## src/hdl/szpc_pkg.sv

```systemverilog
`timescale 1ns / 1ps
// Shared types and constants of the spatial zero pad / crop block.
// No dependencies; every other file takes names from here by scope.
package szpc_pkg;

  localparam int PAD_W   = 12;  // signed pad register width
  localparam int DIM_W   = 13;  // unsigned dimension register width
  localparam int WORD_W  = 32;  // pixel word width
  localparam int RUN_W   = 23;  // run length width
  localparam int POS_W   = 16;  // signed width for position compares
  localparam int DATA_W  = 32;  // configuration data width
  localparam int ADDR_W  = 5;   // configuration byte address width
  localparam int IDX_W   = 3;   // register index width
  localparam int N_REG   = 6;   // number of configuration registers
  localparam int Q_DEPTH = 4;   // front-to-back queue depth
  localparam int Q_PTR_W = 2;   // queue pointer width
  localparam int N_SLOT  = 5;   // results one pixel can cause

  localparam int DEF_MAX_DIM = 4096;
  localparam int DEF_MAX_PAD = 1024;

  // Register indexes
  localparam logic [IDX_W-1:0] REG_PAD_LEFT   = 3'd0;
  localparam logic [IDX_W-1:0] REG_PAD_RIGHT  = 3'd1;
  localparam logic [IDX_W-1:0] REG_PAD_TOP    = 3'd2;
  localparam logic [IDX_W-1:0] REG_PAD_BOTTOM = 3'd3;
  localparam logic [IDX_W-1:0] REG_IN_WIDTH   = 3'd4;
  localparam logic [IDX_W-1:0] REG_IN_HEIGHT  = 3'd5;

  // Result kinds
  localparam logic KIND_DATA = 1'b0;
  localparam logic KIND_RUN  = 1'b1;

  // One-hot result slots, in emission order
  localparam logic [N_SLOT-1:0] SLOT_TOP    = 5'b00001;
  localparam logic [N_SLOT-1:0] SLOT_LEFT   = 5'b00010;
  localparam logic [N_SLOT-1:0] SLOT_DATA   = 5'b00100;
  localparam logic [N_SLOT-1:0] SLOT_RIGHT  = 5'b01000;
  localparam logic [N_SLOT-1:0] SLOT_BOTTOM = 5'b10000;

  typedef struct packed {
    logic signed [PAD_W-1:0] pad_left;
    logic signed [PAD_W-1:0] pad_right;
    logic signed [PAD_W-1:0] pad_top;
    logic signed [PAD_W-1:0] pad_bottom;
    logic [DIM_W-1:0]        in_width;
    logic [DIM_W-1:0]        in_height;
    logic [RUN_W-1:0]        run_top;
    logic [RUN_W-1:0]        run_bottom;
  } cfg_t;

  // One classified pixel: which results it causes, and its word
  typedef struct packed {
    logic [N_SLOT-1:0] slots;  // bit order as the SLOT_ codes
    logic              pend;   // last kept pixel, no bottom run follows
    logic [WORD_W-1:0] word;
  } ent_t;

endpackage

```

## src/hdl/szpc_ifs.sv

```systemverilog
`timescale 1ns / 1ps
// Stream interfaces of the pad / crop block: pixel input and result output.
// Depends on szpc_pkg for field widths.
interface szpc_pix_if;
  logic                          valid;
  logic                          ready;
  logic [szpc_pkg::WORD_W-1:0]   pixel_word;

  modport source (output valid, output pixel_word, input ready);
  modport sink   (input valid, input pixel_word, output ready);
endinterface

interface szpc_res_if;
  logic                          valid;
  logic                          ready;
  logic                          item_kind;
  logic [szpc_pkg::WORD_W-1:0]   word_value;
  logic [szpc_pkg::RUN_W-1:0]    run_length;
  logic                          plane_end;
  logic                          last_of_input;

  modport source (output valid, output item_kind, output word_value, output run_length,
                  output plane_end, output last_of_input, input ready);
  modport sink   (input valid, input item_kind, input word_value, input run_length,
                  input plane_end, input last_of_input, output ready);
endinterface

```

## src/hdl/szpc_cfg.sv

```systemverilog
`timescale 1ns / 1ps
// Configuration registers with APB-style access, saturation and run products.
// Depends on szpc_pkg.
module szpc_cfg #(
  parameter int MAX_DIM = szpc_pkg::DEF_MAX_DIM,
  parameter int MAX_PAD = szpc_pkg::DEF_MAX_PAD
) (
  input  logic                          clk,
  input  logic                          rst,
  input  logic                          psel,
  input  logic                          penable,
  input  logic                          pwrite,
  input  logic [szpc_pkg::ADDR_W-1:0]   paddr,
  input  logic [szpc_pkg::DATA_W-1:0]   pwdata,
  output logic [szpc_pkg::DATA_W-1:0]   prdata,
  output logic                          pready,
  output szpc_pkg::cfg_t                cfg,
  output logic                          clear
);

  localparam int PAD_TOPV = 2 ** (szpc_pkg::PAD_W - 1);
  localparam int PAD_HI   = (MAX_PAD < PAD_TOPV - 1) ? MAX_PAD : PAD_TOPV - 1;
  localparam int PAD_LO   = (MAX_PAD < PAD_TOPV) ? -MAX_PAD : -PAD_TOPV;
  localparam int DIM_TOPV = 2 ** szpc_pkg::DIM_W - 1;
  localparam int DIM_HI   = (MAX_DIM < DIM_TOPV) ? MAX_DIM : DIM_TOPV;
  localparam int PROD_W   = szpc_pkg::PAD_W + szpc_pkg::POS_W;

  logic signed [szpc_pkg::PAD_W-1:0] pad_left, pad_right, pad_top, pad_bottom;
  logic [szpc_pkg::DIM_W-1:0]        in_width, in_height;
  logic [szpc_pkg::RUN_W-1:0]        run_top, run_bottom;
  logic [szpc_pkg::IDX_W-1:0]        idx;
  logic                              wr;
  logic signed [szpc_pkg::POS_W-1:0] ow;
  logic signed [PROD_W-1:0]          top_prod, bottom_prod;

  function automatic logic signed [szpc_pkg::PAD_W-1:0] sat_pad(
    input logic [szpc_pkg::PAD_W-1:0] raw);
    logic signed [szpc_pkg::PAD_W-1:0] s;
    int                                v;
    s = $signed(raw);
    v = int'(s);
    if (v > PAD_HI) begin
      s = szpc_pkg::PAD_W'(PAD_HI);
    end else if (v < PAD_LO) begin
      s = szpc_pkg::PAD_W'(PAD_LO);
    end
    return s;
  endfunction

  function automatic logic [szpc_pkg::DIM_W-1:0] clamp_dim(
    input logic [szpc_pkg::DIM_W-1:0] raw);
    logic [szpc_pkg::DIM_W-1:0] u;
    u = raw;
    if (u == '0) begin
      u = szpc_pkg::DIM_W'(1);
    end else if (int'(u) > DIM_HI) begin
      u = szpc_pkg::DIM_W'(DIM_HI);
    end
    return u;
  endfunction

  assign pready = 1'b1;
  assign idx    = paddr[szpc_pkg::ADDR_W-1:2];
  assign wr     = psel & penable & pwrite & pready;
  assign clear  = wr && (idx < szpc_pkg::IDX_W'(szpc_pkg::N_REG));

  always_ff @(posedge clk) begin
    if (rst) begin
      pad_left   <= '0;
      pad_right  <= '0;
      pad_top    <= '0;
      pad_bottom <= '0;
      in_width   <= szpc_pkg::DIM_W'(1);
      in_height  <= szpc_pkg::DIM_W'(1);
    end else if (wr) begin
      case (idx)
        szpc_pkg::REG_PAD_LEFT:   pad_left   <= sat_pad(pwdata[szpc_pkg::PAD_W-1:0]);
        szpc_pkg::REG_PAD_RIGHT:  pad_right  <= sat_pad(pwdata[szpc_pkg::PAD_W-1:0]);
        szpc_pkg::REG_PAD_TOP:    pad_top    <= sat_pad(pwdata[szpc_pkg::PAD_W-1:0]);
        szpc_pkg::REG_PAD_BOTTOM: pad_bottom <= sat_pad(pwdata[szpc_pkg::PAD_W-1:0]);
        szpc_pkg::REG_IN_WIDTH:   in_width   <= clamp_dim(pwdata[szpc_pkg::DIM_W-1:0]);
        szpc_pkg::REG_IN_HEIGHT:  in_height  <= clamp_dim(pwdata[szpc_pkg::DIM_W-1:0]);
        default: ;
      endcase
    end
  end

  always_comb begin
    case (idx)
      szpc_pkg::REG_PAD_LEFT:   prdata = szpc_pkg::DATA_W'($unsigned(pad_left));
      szpc_pkg::REG_PAD_RIGHT:  prdata = szpc_pkg::DATA_W'($unsigned(pad_right));
      szpc_pkg::REG_PAD_TOP:    prdata = szpc_pkg::DATA_W'($unsigned(pad_top));
      szpc_pkg::REG_PAD_BOTTOM: prdata = szpc_pkg::DATA_W'($unsigned(pad_bottom));
      szpc_pkg::REG_IN_WIDTH:   prdata = szpc_pkg::DATA_W'(in_width);
      szpc_pkg::REG_IN_HEIGHT:  prdata = szpc_pkg::DATA_W'(in_height);
      default:                  prdata = '0;
    endcase
  end

  // Output width and the top / bottom run products; only used when positive
  assign ow = $signed({{(szpc_pkg::POS_W - szpc_pkg::DIM_W){1'b0}}, in_width})
              + szpc_pkg::POS_W'(pad_left) + szpc_pkg::POS_W'(pad_right);
  assign top_prod    = pad_top * ow;
  assign bottom_prod = pad_bottom * ow;

  always_ff @(posedge clk) begin
    run_top    <= top_prod[szpc_pkg::RUN_W-1:0];
    run_bottom <= bottom_prod[szpc_pkg::RUN_W-1:0];
  end

  always_comb begin
    cfg.pad_left   = pad_left;
    cfg.pad_right  = pad_right;
    cfg.pad_top    = pad_top;
    cfg.pad_bottom = pad_bottom;
    cfg.in_width   = in_width;
    cfg.in_height  = in_height;
    cfg.run_top    = run_top;
    cfg.run_bottom = run_bottom;
  end

endmodule

```

## src/hdl/szpc_front.sv

```systemverilog
`timescale 1ns / 1ps
// Front end: accept pixels, track raster position, classify into queue entries.
// Depends on szpc_pkg and szpc_pix_if.
module szpc_front #(
  parameter int CNT_W = 12
) (
  input  logic              clk,
  input  logic              rst,
  szpc_pix_if.sink          pix,
  input  szpc_pkg::cfg_t    cfg,
  input  logic              clear,
  input  logic              q_full,
  output logic              push,
  output szpc_pkg::ent_t    push_ent
);

  localparam int PW = szpc_pkg::POS_W;

  logic [CNT_W-1:0]    col, row;
  logic                accept;
  logic signed [PW-1:0] pl, pr, pt, pb, iw, ih, cx, ry;
  logic signed [PW-1:0] x1, x2, y1, y2;
  logic                any, kept, first_in, last_col, last_row;
  logic                top_on, left_on, right_on, bottom_on, at_x2;

  assign pix.ready = !q_full;
  assign accept    = pix.valid & pix.ready;

  assign pl = PW'($signed(cfg.pad_left));
  assign pr = PW'($signed(cfg.pad_right));
  assign pt = PW'($signed(cfg.pad_top));
  assign pb = PW'($signed(cfg.pad_bottom));
  assign iw = $signed({{(PW - szpc_pkg::DIM_W){1'b0}}, cfg.in_width});
  assign ih = $signed({{(PW - szpc_pkg::DIM_W){1'b0}}, cfg.in_height});
  assign cx = $signed({{(PW - CNT_W){1'b0}}, col});
  assign ry = $signed({{(PW - CNT_W){1'b0}}, row});

  // Kept window [x1, x2) x [y1, y2)
  assign x1 = pl[PW-1] ? -pl : '0;
  assign x2 = pr[PW-1] ? iw + pr : iw;
  assign y1 = pt[PW-1] ? -pt : '0;
  assign y2 = pb[PW-1] ? ih + pb : ih;

  assign any      = (x2 > x1) && (y2 > y1);
  assign kept     = any && (cx >= x1) && (cx < x2) && (ry >= y1) && (ry < y2);
  assign first_in = (col == '0) && (row == '0);
  assign last_col = (cx == iw - PW'(1));
  assign last_row = (ry == ih - PW'(1));
  assign at_x2    = (cx == x2 - PW'(1));

  assign top_on    = any && first_in && (pt > 0);
  assign left_on   = kept && (cx == x1) && (pl > 0);
  assign right_on  = kept && at_x2 && (pr > 0);
  assign bottom_on = any && last_col && last_row && (pb > 0);

  always_comb begin
    push_ent.slots = '0;
    if (top_on)    push_ent.slots = push_ent.slots | szpc_pkg::SLOT_TOP;
    if (left_on)   push_ent.slots = push_ent.slots | szpc_pkg::SLOT_LEFT;
    if (kept)      push_ent.slots = push_ent.slots | szpc_pkg::SLOT_DATA;
    if (right_on)  push_ent.slots = push_ent.slots | szpc_pkg::SLOT_RIGHT;
    if (bottom_on) push_ent.slots = push_ent.slots | szpc_pkg::SLOT_BOTTOM;
    push_ent.pend = kept && at_x2 && (ry == y2 - PW'(1)) && !(pb > 0);
    push_ent.word = pix.pixel_word;
  end

  // Drop pixels that cause nothing; the counters still advance
  assign push = accept && (push_ent.slots != '0);

  always_ff @(posedge clk) begin
    if (rst || clear) begin
      col <= '0;
      row <= '0;
    end else if (accept) begin
      if (last_col) begin
        col <= '0;
        row <= last_row ? '0 : row + CNT_W'(1);
      end else begin
        col <= col + CNT_W'(1);
      end
    end
  end

endmodule

```

## src/hdl/szpc_queue.sv

```systemverilog
`timescale 1ns / 1ps
// Short FIFO that decouples the classifying front from the expanding back.
// Depends on szpc_pkg.
module szpc_queue (
  input  logic              clk,
  input  logic              rst,
  input  logic              push,
  input  szpc_pkg::ent_t    push_ent,
  output logic              full,
  input  logic              pop,
  output szpc_pkg::ent_t    head,
  output logic              empty
);

  szpc_pkg::ent_t               slots_q [szpc_pkg::Q_DEPTH];
  logic [szpc_pkg::Q_PTR_W-1:0] wr_ptr, rd_ptr;
  logic [szpc_pkg::Q_PTR_W:0]   count;

  assign full  = (count == (szpc_pkg::Q_PTR_W + 1)'(szpc_pkg::Q_DEPTH));
  assign empty = (count == '0);
  assign head  = slots_q[rd_ptr];

  always_ff @(posedge clk) begin
    if (push && !full) begin
      slots_q[wr_ptr] <= push_ent;
    end
  end

  always_ff @(posedge clk) begin
    if (rst) begin
      wr_ptr <= '0;
      rd_ptr <= '0;
      count  <= '0;
    end else begin
      if (push && !full) wr_ptr <= wr_ptr + szpc_pkg::Q_PTR_W'(1);
      if (pop && !empty) rd_ptr <= rd_ptr + szpc_pkg::Q_PTR_W'(1);
      case ({push && !full, pop && !empty})
        2'b10:   count <= count + (szpc_pkg::Q_PTR_W + 1)'(1);
        2'b01:   count <= count - (szpc_pkg::Q_PTR_W + 1)'(1);
        default: count <= count;
      endcase
    end
  end

endmodule

```

## src/hdl/szpc_back.sv

```systemverilog
`timescale 1ns / 1ps
// Back end: expand each queue entry into results, one per cycle unless res
// stalls, via a registered output stage. Depends on szpc_pkg and szpc_res_if.
module szpc_back (
  input  logic              clk,
  input  logic              rst,
  input  szpc_pkg::cfg_t    cfg,
  input  szpc_pkg::ent_t    head,
  input  logic              empty,
  output logic              pop,
  szpc_res_if.source        res
);

  localparam int NS = szpc_pkg::N_SLOT;

  logic [NS-1:0]               done;
  logic [NS-1:0]               rem, sel;
  logic                        last, advance;
  logic                        kind_n, pend_n;
  logic [szpc_pkg::WORD_W-1:0] word_n;
  logic [szpc_pkg::RUN_W-1:0]  len_n;

  assign rem     = head.slots & ~done;
  assign sel     = rem & (~rem + NS'(1));
  assign last    = (rem & ~sel) == '0;
  assign advance = !empty && (!res.valid || res.ready);
  assign pop     = advance && last;

  always_comb begin
    kind_n = szpc_pkg::KIND_RUN;
    word_n = '0;
    pend_n = 1'b0;
    case (sel)
      szpc_pkg::SLOT_TOP:    len_n = cfg.run_top;
      szpc_pkg::SLOT_LEFT:   len_n = szpc_pkg::RUN_W'($unsigned(cfg.pad_left));
      szpc_pkg::SLOT_DATA: begin
        kind_n = szpc_pkg::KIND_DATA;
        word_n = head.word;
        len_n  = szpc_pkg::RUN_W'(1);
        pend_n = head.pend && ((head.slots & szpc_pkg::SLOT_RIGHT) == '0);
      end
      szpc_pkg::SLOT_RIGHT: begin
        len_n  = szpc_pkg::RUN_W'($unsigned(cfg.pad_right));
        pend_n = head.pend;
      end
      szpc_pkg::SLOT_BOTTOM: begin
        len_n  = cfg.run_bottom;
        pend_n = 1'b1;
      end
      default:               len_n = '0;
    endcase
  end

  always_ff @(posedge clk) begin
    if (rst) begin
      res.valid <= 1'b0;
      done      <= '0;
    end else begin
      if (advance) begin
        res.valid <= 1'b1;
        done      <= last ? '0 : (done | sel);
      end else if (res.ready) begin
        res.valid <= 1'b0;
      end
    end
  end

  always_ff @(posedge clk) begin
    if (advance) begin
      res.item_kind     <= kind_n;
      res.word_value    <= word_n;
      res.run_length    <= len_n;
      res.plane_end     <= pend_n;
      res.last_of_input <= last;
    end
  end

  // No partial progress without an entry to work on
  a_done_idle: assert property (@(posedge clk) disable iff (rst)
    empty |-> (done == '0))
    else $error("result mask set with empty queue");

  // A waiting entry always has at least one result left
  a_work_left: assert property (@(posedge clk) disable iff (rst)
    !empty |-> (rem != '0))
    else $error("queue entry with nothing left to emit");

  // Finishing an entry restarts the mask for the next one
  a_pop_clear: assert property (@(posedge clk) disable iff (rst)
    pop |=> (done == '0))
    else $error("result mask not cleared after pop");

endmodule

```

## src/hdl/spatial_zero_pad_crop.sv

```systemverilog
`timescale 1ns / 1ps
// Top level of the spatial zero pad / crop block.
// Depends on szpc_pkg, szpc_ifs, szpc_cfg, szpc_front, szpc_queue, szpc_back.
//
// Usage:
//   pix carries one plane's pixels in raster order, one 32-bit word per
//   transaction (valid/ready). res carries results: data pixels and
//   zero-run descriptors (top, left, data, right, bottom per pixel), with
//   plane_end on the last result of the output plane and last_of_input on
//   the last result caused by each pixel.
//   The APB-style port holds six registers at byte addresses 4*i; write them
//   only while the block is idle. Any write to one of them restarts the plane.
// Timing:
//   With the queue empty, a pixel's first result passes through the queue
//   and then the output register before it turns valid on res.
//   Pixels are taken one per cycle while the queue is not full; the back end
//   emits one result per cycle while res is not stalled.
//   Pixels that cause no result are dropped and take no queue entry.
// Reset (rst, synchronous): registers take their defaults, the position
//   counters and the four-entry queue clear, res.valid drops.
// Stall: a stalled result holds in the output register, the queue fills,
//   and pix.ready falls once the queue is full.
module spatial_zero_pad_crop #(
  parameter int MAX_DIM = szpc_pkg::DEF_MAX_DIM,
  parameter int MAX_PAD = szpc_pkg::DEF_MAX_PAD
) (
  input  logic                          clk,
  input  logic                          rst,
  szpc_pix_if.sink                      pix,
  szpc_res_if.source                    res,
  input  logic                          psel,
  input  logic                          penable,
  input  logic                          pwrite,
  input  logic [szpc_pkg::ADDR_W-1:0]   paddr,
  input  logic [szpc_pkg::DATA_W-1:0]   pwdata,
  output logic [szpc_pkg::DATA_W-1:0]   prdata,
  output logic                          pready
);

  // Counter width follows the largest dimension: MAX_DIM, capped at what the 13-bit field can hold
  localparam int DIM_TOPV = 2 ** szpc_pkg::DIM_W - 1;
  localparam int DIM_HI   = (MAX_DIM < DIM_TOPV) ? MAX_DIM : DIM_TOPV;
  localparam int CNT_W    = $clog2(DIM_HI);

  szpc_pkg::cfg_t cfg;
  szpc_pkg::ent_t push_ent, head;
  logic           clear, push, q_full, q_empty, pop;

  // Register file and derived run products
  szpc_cfg #(
    .MAX_DIM (MAX_DIM),
    .MAX_PAD (MAX_PAD)
  ) u_cfg (
    .clk     (clk),
    .rst     (rst),
    .psel    (psel),
    .penable (penable),
    .pwrite  (pwrite),
    .paddr   (paddr),
    .pwdata  (pwdata),
    .prdata  (prdata),
    .pready  (pready),
    .cfg     (cfg),
    .clear   (clear)
  );

  // Front: position tracking and classification
  szpc_front #(
    .CNT_W (CNT_W)
  ) u_front (
    .clk      (clk),
    .rst      (rst),
    .pix      (pix),
    .cfg      (cfg),
    .clear    (clear),
    .q_full   (q_full),
    .push     (push),
    .push_ent (push_ent)
  );

  // Decoupling queue
  szpc_queue u_queue (
    .clk      (clk),
    .rst      (rst),
    .push     (push),
    .push_ent (push_ent),
    .full     (q_full),
    .pop      (pop),
    .head     (head),
    .empty    (q_empty)
  );

  // Back: result expansion and output register
  szpc_back u_back (
    .clk   (clk),
    .rst   (rst),
    .cfg   (cfg),
    .head  (head),
    .empty (q_empty),
    .pop   (pop),
    .res   (res)
  );

endmodule
```

## src/flat_wrapper.sv

```systemverilog
// flat-port wrapper written by rule: the top's interface ports become plain ports
module spatial_zero_pad_crop_flat 
#(
  parameter int MAX_DIM = szpc_pkg::DEF_MAX_DIM,
  parameter int MAX_PAD = szpc_pkg::DEF_MAX_PAD
)
  (clk, rst, psel, penable, pwrite, paddr, pwdata, prdata, pready, pix_valid, pix_pixel_word, pix_ready, res_valid, res_item_kind, res_word_value, res_run_length, res_plane_end, res_last_of_input, res_ready);
  szpc_pix_if pix_i ();
  szpc_res_if res_i ();
  input  logic clk;
  input  logic rst;
  input  logic psel;
  input  logic penable;
  input  logic pwrite;
  input  logic [szpc_pkg::ADDR_W-1:0] paddr;
  input  logic [szpc_pkg::DATA_W-1:0] pwdata;
  output logic [szpc_pkg::DATA_W-1:0] prdata;
  output logic pready;
  input wire logic [$bits(pix_i.valid)-1:0] pix_valid;
  input wire logic [$bits(pix_i.pixel_word)-1:0] pix_pixel_word;
  output wire logic [$bits(pix_i.ready)-1:0] pix_ready;
  output wire logic [$bits(res_i.valid)-1:0] res_valid;
  output wire logic [$bits(res_i.item_kind)-1:0] res_item_kind;
  output wire logic [$bits(res_i.word_value)-1:0] res_word_value;
  output wire logic [$bits(res_i.run_length)-1:0] res_run_length;
  output wire logic [$bits(res_i.plane_end)-1:0] res_plane_end;
  output wire logic [$bits(res_i.last_of_input)-1:0] res_last_of_input;
  input wire logic [$bits(res_i.ready)-1:0] res_ready;
  assign pix_i.valid = pix_valid;
  assign pix_i.pixel_word = pix_pixel_word;
  assign pix_ready = pix_i.ready;
  assign res_valid = res_i.valid;
  assign res_item_kind = res_i.item_kind;
  assign res_word_value = res_i.word_value;
  assign res_run_length = res_i.run_length;
  assign res_plane_end = res_i.plane_end;
  assign res_last_of_input = res_i.last_of_input;
  assign res_i.ready = res_ready;
  spatial_zero_pad_crop #(.MAX_DIM(MAX_DIM), .MAX_PAD(MAX_PAD)) u_core (.clk(clk), .rst(rst), .pix(pix_i), .res(res_i), .psel(psel), .penable(penable), .pwrite(pwrite), .paddr(paddr), .pwdata(pwdata), .prdata(prdata), .pready(pready));
endmodule
```

## config.mk

```make
export PLATFORM = sky130hd
export DESIGN_NAME = spatial_zero_pad_crop_flat
export DESIGN_NICKNAME = d
export VERILOG_FILES = /design/src/hdl/szpc_pkg.sv /design/src/hdl/szpc_ifs.sv /design/src/hdl/szpc_cfg.sv /design/src/hdl/szpc_front.sv /design/src/hdl/szpc_queue.sv /design/src/hdl/szpc_back.sv /design/src/hdl/spatial_zero_pad_crop.sv /design/src/flat_wrapper.sv
export SDC_FILE = /design/constraint.sdc
export NUM_CORES = 2
export LEC_CHECK = 0
export BUFFER_PORTS_ARGS = -buffer_cell sky130_fd_sc_hd__buf_2
export CAP_MARGIN = 30
export CORE_MARGIN = 5
export CORE_UTILIZATION = 25
export DETAILED_ROUTE_END_ITERATION = 8
export PLACE_DENSITY_LB_ADDON = 0.12
export SLEW_MARGIN = 30
export SYNTH_ARGS = -nofsm -noshare
export SYNTH_HDL_FRONTEND = slang
export SYNTH_SLANG_ARGS = --single-unit
```

## constraint.sdc

```tcl
create_clock -name clk -period 14.55 [get_ports clk]
set_input_delay 1.455 -clock clk [delete_from_list [all_inputs] [get_ports clk]]
set_output_delay 1.455 -clock clk [all_outputs]
set_load 0.02 [all_outputs]
```

Word level (Yosys, flattened, before mapping)

Memory sizes are Yosys's and may differ from the RTL's. A register that Yosys moved wholly into a read port is not among the register bits.
Index checks and enable logic that the tools add are counted.
W data, S select, Z words.

Register bits after elaboration: 215
Input bits: 76
Memories: 1
Bits in writable memories: 152
Output and inout bits: 93
Word-level logic and storage cells: 156

Memories:

| name                   | depth | bits a word | rd ports | clocked after Yosys merged registers in | write ports | line             | source |
|---|---|---|---|---|---|---|---|
| u_core.u_queue.slots_q | 4     | 38          | 1        | 1                                       | 1           | szpc_queue.sv:15 | `szpc_pkg::ent_t slots_q [szpc_pkg::Q_DEPTH];` |

Eq/ne operators: 18
Multipliers: 2
Bitwise gates (word level): 10
Order comparisons: 14
Mux-type cells: 27
Reduce and logical (&&, ||, !) cells: 47
Add/subtract/negate cells: 17

Operator list:

| kind                    | count |
|---|---|
| $pmux W23 S5            | 1 |
| $pmux W13 S6            | 1 |
| $mux W16                | 4 |
| $eq A13 B16 Y1          | 3 |
| $gt A12 B1 Y1 const B   | 4 |
| $mux W12                | 4 |
| $mul A12 B16 Y23        | 2 |
| $add A14 B12 Y15        | 3 |
| $ge A13 B16 Y1          | 2 |
| $gt A16 B16 Y1          | 2 |
| $lt A13 B16 Y1          | 2 |
| $neg A16 Y16            | 2 |
| $sub A16 B2 Y16 const B | 2 |
| $eq A13 B14 Y1          | 2 |
| $sub A13 B1 Y14 const B | 2 |
| $mux W13                | 2 |
| $add A12 B1 Y12 const B | 2 |
| $logic_and A1 B1 Y1     | 24 |
| $logic_not A12 Y1       | 2 |
| $add A15 B12 Y16        | 1 |
| $and A5 B5 Y5           | 3 |
| $not A5 Y5              | 3 |
| $reduce_and A2 Y1       | 7 |
| $gt A13 B13 Y1 const B  | 1 |
| 33 further kinds        | 54 |

Longest topological paths before layout

Depth in word-level cells: 19
Gate-level depth with buffers: 34
Gate-level depth less buffers: 32

Modules after synthesis

A second synthesis with hierarchy kept.

Cells, all modules: 3460
Area total of the unflattened synthesis: 33569.7 um^2

By module, submodules not included:

| module     | cells an instance | instances | area an instance (um^2) |
|---|---|---|---|
| szpc_cfg   | 1983              | 1         | 17172.7 |
| szpc_front | 1047              | 1         | 7657.3 |
| szpc_queue | 252               | 1         | 5973.2 |
| szpc_back  | 178               | 1         | 2766.4 |

Worst setup path before layout

Ideal clock, no wire load.

Kind: register to register
From: reg u_core.u_cfg.in_width[1] (netlist name)
To: reg u_core.u_cfg.run_bottom[22] (netlist name)
Stages on the path, launching flop included: 34
Arrival: 7.839 ns
Path buffers: 1
Required time: 14.427 ns
Path slack: 6.588 ns
Cells stage by stage: dfxtp_1 -> fa_1 -> ha_1 -> inv_1 -> fa_1 -> nor2b_1 -> o31a_1 -> o311a_1 -> o2111ai_1 -> a31oi_1 -> or2_2 -> a22oi_1 -> mux2_2 -> clkbuf_1 -> nand2_1 -> inv_1 -> fa_1 -> inv_1 -> fa_1 -> inv_1 -> fa_1 -> inv_1 -> fa_1 -> inv_1 -> fa_1 -> xnor2_1 -> xnor2_1 -> xnor2_1 -> xnor2_1 -> xnor2_1 -> xnor2_1 -> xnor2_1 -> xnor3_1 -> xor2_1

Cells in the longest elaborated chain, start to end: 3

RTL lines:

| item                             | line            | source |
|---|---|---|
| from (decl)                      | szpc_cfg.sv:29  | `logic [szpc_pkg::DIM_W-1:0] in_width, in_height;` |
| from (signal assigned)           | szpc_cfg.sv:73  | `in_width <= szpc_pkg::DIM_W'(1);` |
| from (signal assigned)           | szpc_cfg.sv:81  | `szpc_pkg::REG_IN_WIDTH: in_width <= clamp_dim(pwdata[szpc_pkg::DIM_W-1:0]);` |
| $add A14 B12 Y15                 | szpc_cfg.sv:102 | `+ szpc_pkg::POS_W'(pad_left) + szpc_pkg::POS_W'(pad_right);` |
| $add A15 B12 Y16                 | szpc_cfg.sv:102 |  |
| $mul A12 B16 Y23                 | szpc_cfg.sv:104 | `assign bottom_prod = pad_bottom * ow;` |
| via u_core.u_cfg.bottom_prod[22] | szpc_cfg.sv:34  | `logic signed [PROD_W-1:0] top_prod, bottom_prod;` |
| to (signal assigned)             | szpc_cfg.sv:108 | `run_bottom <= bottom_prod[szpc_pkg::RUN_W-1:0];` |
| to (decl)                        | szpc_cfg.sv:30  | `logic [szpc_pkg::RUN_W-1:0] run_top, run_bottom;` |

The timed path passes the listed nets, and every way through them passes these cells.
A chain may end at the register's enable or synchronous reset.

Worst setup path in the final report

From: reg u_core.u_cfg.pad_right[1] (netlist name)
To: reg u_core.u_cfg.run_top[22] (netlist name)

Cells in the longest elaborated chain, start to end: 2

RTL lines:

| item                          | line            | source |
|---|---|---|
| from (decl)                   | szpc_cfg.sv:28  | `logic signed [szpc_pkg::PAD_W-1:0] pad_left, pad_right, pad_top, pad_bottom;` |
| from (signal assigned)        | szpc_cfg.sv:78  | `szpc_pkg::REG_PAD_RIGHT: pad_right <= sat_pad(pwdata[szpc_pkg::PAD_W-1:0]);` |
| $add A15 B12 Y16              | szpc_cfg.sv:102 |  |
| $mul A12 B16 Y23              | szpc_cfg.sv:103 | `assign top_prod = pad_top * ow;` |
| via u_core.u_cfg.top_prod[22] | szpc_cfg.sv:34  |  |
| to (signal assigned)          | szpc_cfg.sv:107 | `run_top <= top_prod[szpc_pkg::RUN_W-1:0];` |
| to (decl)                     | szpc_cfg.sv:30  |  |

The timed path passes the listed nets, and every way through them passes these cells.

==> impl_metrics.yaml <==
timing:
  fmax_mhz: 109.8
  final.setup.tns_ns: 0
  finalCritPeriodShare: 0.6259
  min_period_ns: 9.107
  slew_violations: 0
  rsz0062_at_grt: "no"
  maxSlewHeadroom: 0.3201
  finalSetupViolations: 0
  tightest_slew_ns: 1.006
  fin_skew_ns: 0.06159
  hold_violations: 0
run_status:
  status: "completed"
critical_path:
  crit_arrival_ns: 9.59
  critPathMaxFanout: 24
  critPathMaxStageDelay_ns: 0.65
  criticalPathCategory: "flip-flop to flip-flop"
  worst_path_max_delay_cell: "dfxtp_1"
  startpoint_type: "flip-flop"
  crit_path_frequent_cell: "fa_1"
  end_kind: "flip-flop"
  rrSetupSlack_ns: 5.44
  cp_data_required_time_ns: 15.03
clock_network:
  insertion_delay_ns: 0.66
  cts_setup_buffers: 0
  cts_hold_buf: 0
  ctsHtreeMaxLevel: 2
  cts_made_buffers: 49
  root_buffer: "clkbuf_16"
  clk_pin_slew_ns: 0.06
  clock_sink_count: 369
  cts_tree: "done"
  cts_buffer_depth: 3
  cts_resized: 0
synth:
  synth_top_area_cell: "edfxtp_1"
  synth_cell_type_count: 98
  synthFlopType: "edfxtp_1"
  synth_edf_count: 210
  syn_avg_cell_area_sq_um: 9.609
  async_reset_ff_frac: 0
  synth_seq_area_share: 0.2912
  netlist_instances: 3391
  synth_area_leaders: "edfxtp_1 19%, fa_1 19%, dfxtp_1 9.8%"
  synth-seq-cells: 369
  yosysWarnings: 0
  syn_area_sq_um: 32580
  synth_top_area_share: 0.1935
floorplan:
  dieArea_sq_um: 137700
  die-height_um: 371.0
  rows: 132
  pin_count: 169
  start_util: 0.2516
  dieWidth_um: 371.0
  core_sq_um: 129500
drt:
  viasPerCell: 4.582
  drt-initial-drc-count: 1530
  routed_wl_mm: 108.6
  antenna_left: 0
  vias: 24124
  drc: 0
  drtPass1Iterations: 5
  wl_per_cell_um: 20.62
min_path:
  hold_path_class: "flip-flop to flip-flop"
pwr:
  pwr-share-seq: 0.437
  netSwitchingPower_mw: 0.7076
  p_leak_nw: 15.57
  comb_power_share: 0.096
  clkPwrFrac: 0.467
  vdd.ir_drop.worst_mv: 0.07794
  swShare: 0.2683
  power.density_nw_per_um2: 71.37
  power.internal_mw: 1.930
cells_and_area:
  multiInputGateArea_sq_um: 20720
  nFillCells: 13875
  seq_area_sq_um: 9492
  drive_gt1_frac: 0.1119
  stdcell_count: 5265
  final_area_sq_um: 36960
  syn_to_final_growth_pct: 13.42
  nets: 4096
global_route:
  grt_pass1_vias: 24689
  grt_pass1_wl_mm: 163.3
  antenna_found_initial: 1
  grt_use_total: 0.1582
  overflow: 0
  grt_start_max_net_pins: 78
place:
  place.gp.congestion: 0.8020
  placed_area_sq_um: 35300
  port_buffers: 127
  hpwl_mm: 80.23
  placedCellCount: 5170
job:
  cap_violations: 0
metal layers:
metal / track usage / share of wire / vias to the layer above
met3: 0.02236 / 0.046 / 111
met2: 0.2529 / 0.45 / 499
met4: 0.04056 / 0.026 / 0
met1: 0.2248 / 0.48 / 12107
li1: - / - / 11407
met5: 0 / 0 / -
Yosys cell counts (all sizes together), types with 8 or more instances:
| cell type | number |
|---|---|
| clkbuf | 153 |
| a222oi | 11 |
| xnor2 | 129 |
| o21a | 18 |
| or3 | 22 |
| nor3 | 42 |
| a31oi | 17 |
| o31ai | 8 |
| mux2i | 31 |
| or2 | 12 |
| a21o | 26 |
| nor4 | 23 |
| mux2 | 14 |
| nand2 | 393 |
| dfxtp | 159 |
| maj3 | 10 |
| and2 | 118 |
| o21ai | 72 |
| o211ai | 16 |
| o22ai | 16 |
| nor2 | 234 |
| ha | 232 |
| fa | 308 |
| nand3 | 51 |
| and3 | 24 |
| nand4 | 23 |
| o21bai | 8 |
| a22oi | 12 |
| nand3b | 8 |
| a21oi | 147 |
| xor2 | 37 |
| nand2b | 53 |
| mux4 | 41 |
| a22o | 12 |
| inv | 458 |
| edfxtp | 210 |
| buf | 35 |
| nor2b | 79 |
| a211oi | 23 |
| or4 | 10 |
area by class of cell:
cell class	instances	share of cell area
diodes	3	0.0002031
flip-flops and latches	369	0.2568
well taps	1742	0.05897
clock buffers	66	0.03653
multi-input cells	2401	0.5608
clock inverters	25	0.007685
repair buffers	201	0.03250
inverters	458	0.04652
cell families after synthesis:
| group | Yosys count | synth area share |
|---|---|---|
| xor+xnor | 168 | 0.04600 |
| buf+inv | 647 | 0.07872 |
| other cells | 2 | 0.0002305 |
| compound gates | 452 | 0.09312 |
| mux | 86 | 0.04282 |
| flops | 369 | 0.2912 |
| simple gates | 1117 | 0.1664 |
| fa+ha+maj | 550 | 0.2815 |
sequential cells by signal (all words and copies together) (netlist names), named ones only:
register	count
u_core.u_cfg.run_top	23
u_core.u_cfg.pad_left	12
u_core.u_back.res.plane_end	1
u_core.u_back.done	5
u_core.u_back.res.word_value	32
u_core.u_cfg.in_height	13
u_core.u_cfg.run_bottom	23
u_core.u_queue.count	3
u_core.u_cfg.pad_right	12
u_core.u_back.res.last_of_input	1
u_core.u_back.res.valid	1
u_core.u_queue.wr_ptr	2
u_core.u_queue.rd_ptr	2
u_core.u_back.res.item_kind	1
u_core.u_back.res.run_length	23
u_core.u_cfg.in_width	13
u_core.u_front.col	12
u_core.u_cfg.pad_bottom	12
u_core.u_cfg.pad_top	12
u_core.u_queue.slots_q	152
u_core.u_front.row	12
critical path, delay by kind of cell, from the launching register on:
family	cells	cell delay, ns
DFF	1	0.65
buffers and inverters	5	0.57
and+or+nand+nor	6	0.90
xor gates and xnor gates	2	0.43
adders and majority gates	9	3.59
AOI/OAI and AO/OA	9	2.74
through the flow:
step / hold slack, ns / power (mW) / setup slack [ns] / utilization
finish: 0.4708 / 2.638 / 5.443 / 0.2854
global route: 0.4992 / 2.750 / 4.983 / 0.2854
CTS: 0.4679 / 2.685 / 5.330 / 0.2852
detailed placement: 0.4542 / 1.435 / 5.422 / 0.2726
global placement: 0.4454 / 1.434 / 5.377 / 0.2725
floorplan: 0.4280 / 1.331 / 6.588 / -
final timing paths:
kind | depth (start not counted) | endpoint | start
worst max-delay path | 31 | u_core.u_cfg.run_top[22] | u_core.u_cfg.pad_right[1]
worst min-delay path | 2 | u_core.u_back.done[2] | u_core.u_back.done[2]
worst max register to register | 31 | u_core.u_cfg.run_top[22] | u_core.u_cfg.pad_right[1]
worst min register to register | 2 | u_core.u_back.done[2] | u_core.u_back.done[2]
power groups by stage:
stage	clock network (mW)	logic (mW)	registers, mW
final	1.23	0.253	1.15
after global routing	1.32	0.276	1.16
after CTS	1.27	0.260	1.15
after detailed placement	0	0.259	1.18
after global placement	0	0.259	1.18
after floorplan	0	0.135	1.20
layout by cell type (no fill, tap or decap), drive strengths merged, types with 79 or more instances in the layout:
cell | synthesis | final
and2 | 118 | 118
a21oi | 147 | 147
fa | 308 | 308
nor2 | 234 | 234
nand2 | 393 | 393
xnor2 | 129 | 129
dfxtp | 159 | 159
buf | 35 | 201
ha | 232 | 232
inv | 458 | 463
edfxtp | 210 | 210
nor2b | 79 | 79
(Power assumes the default switching activity.)
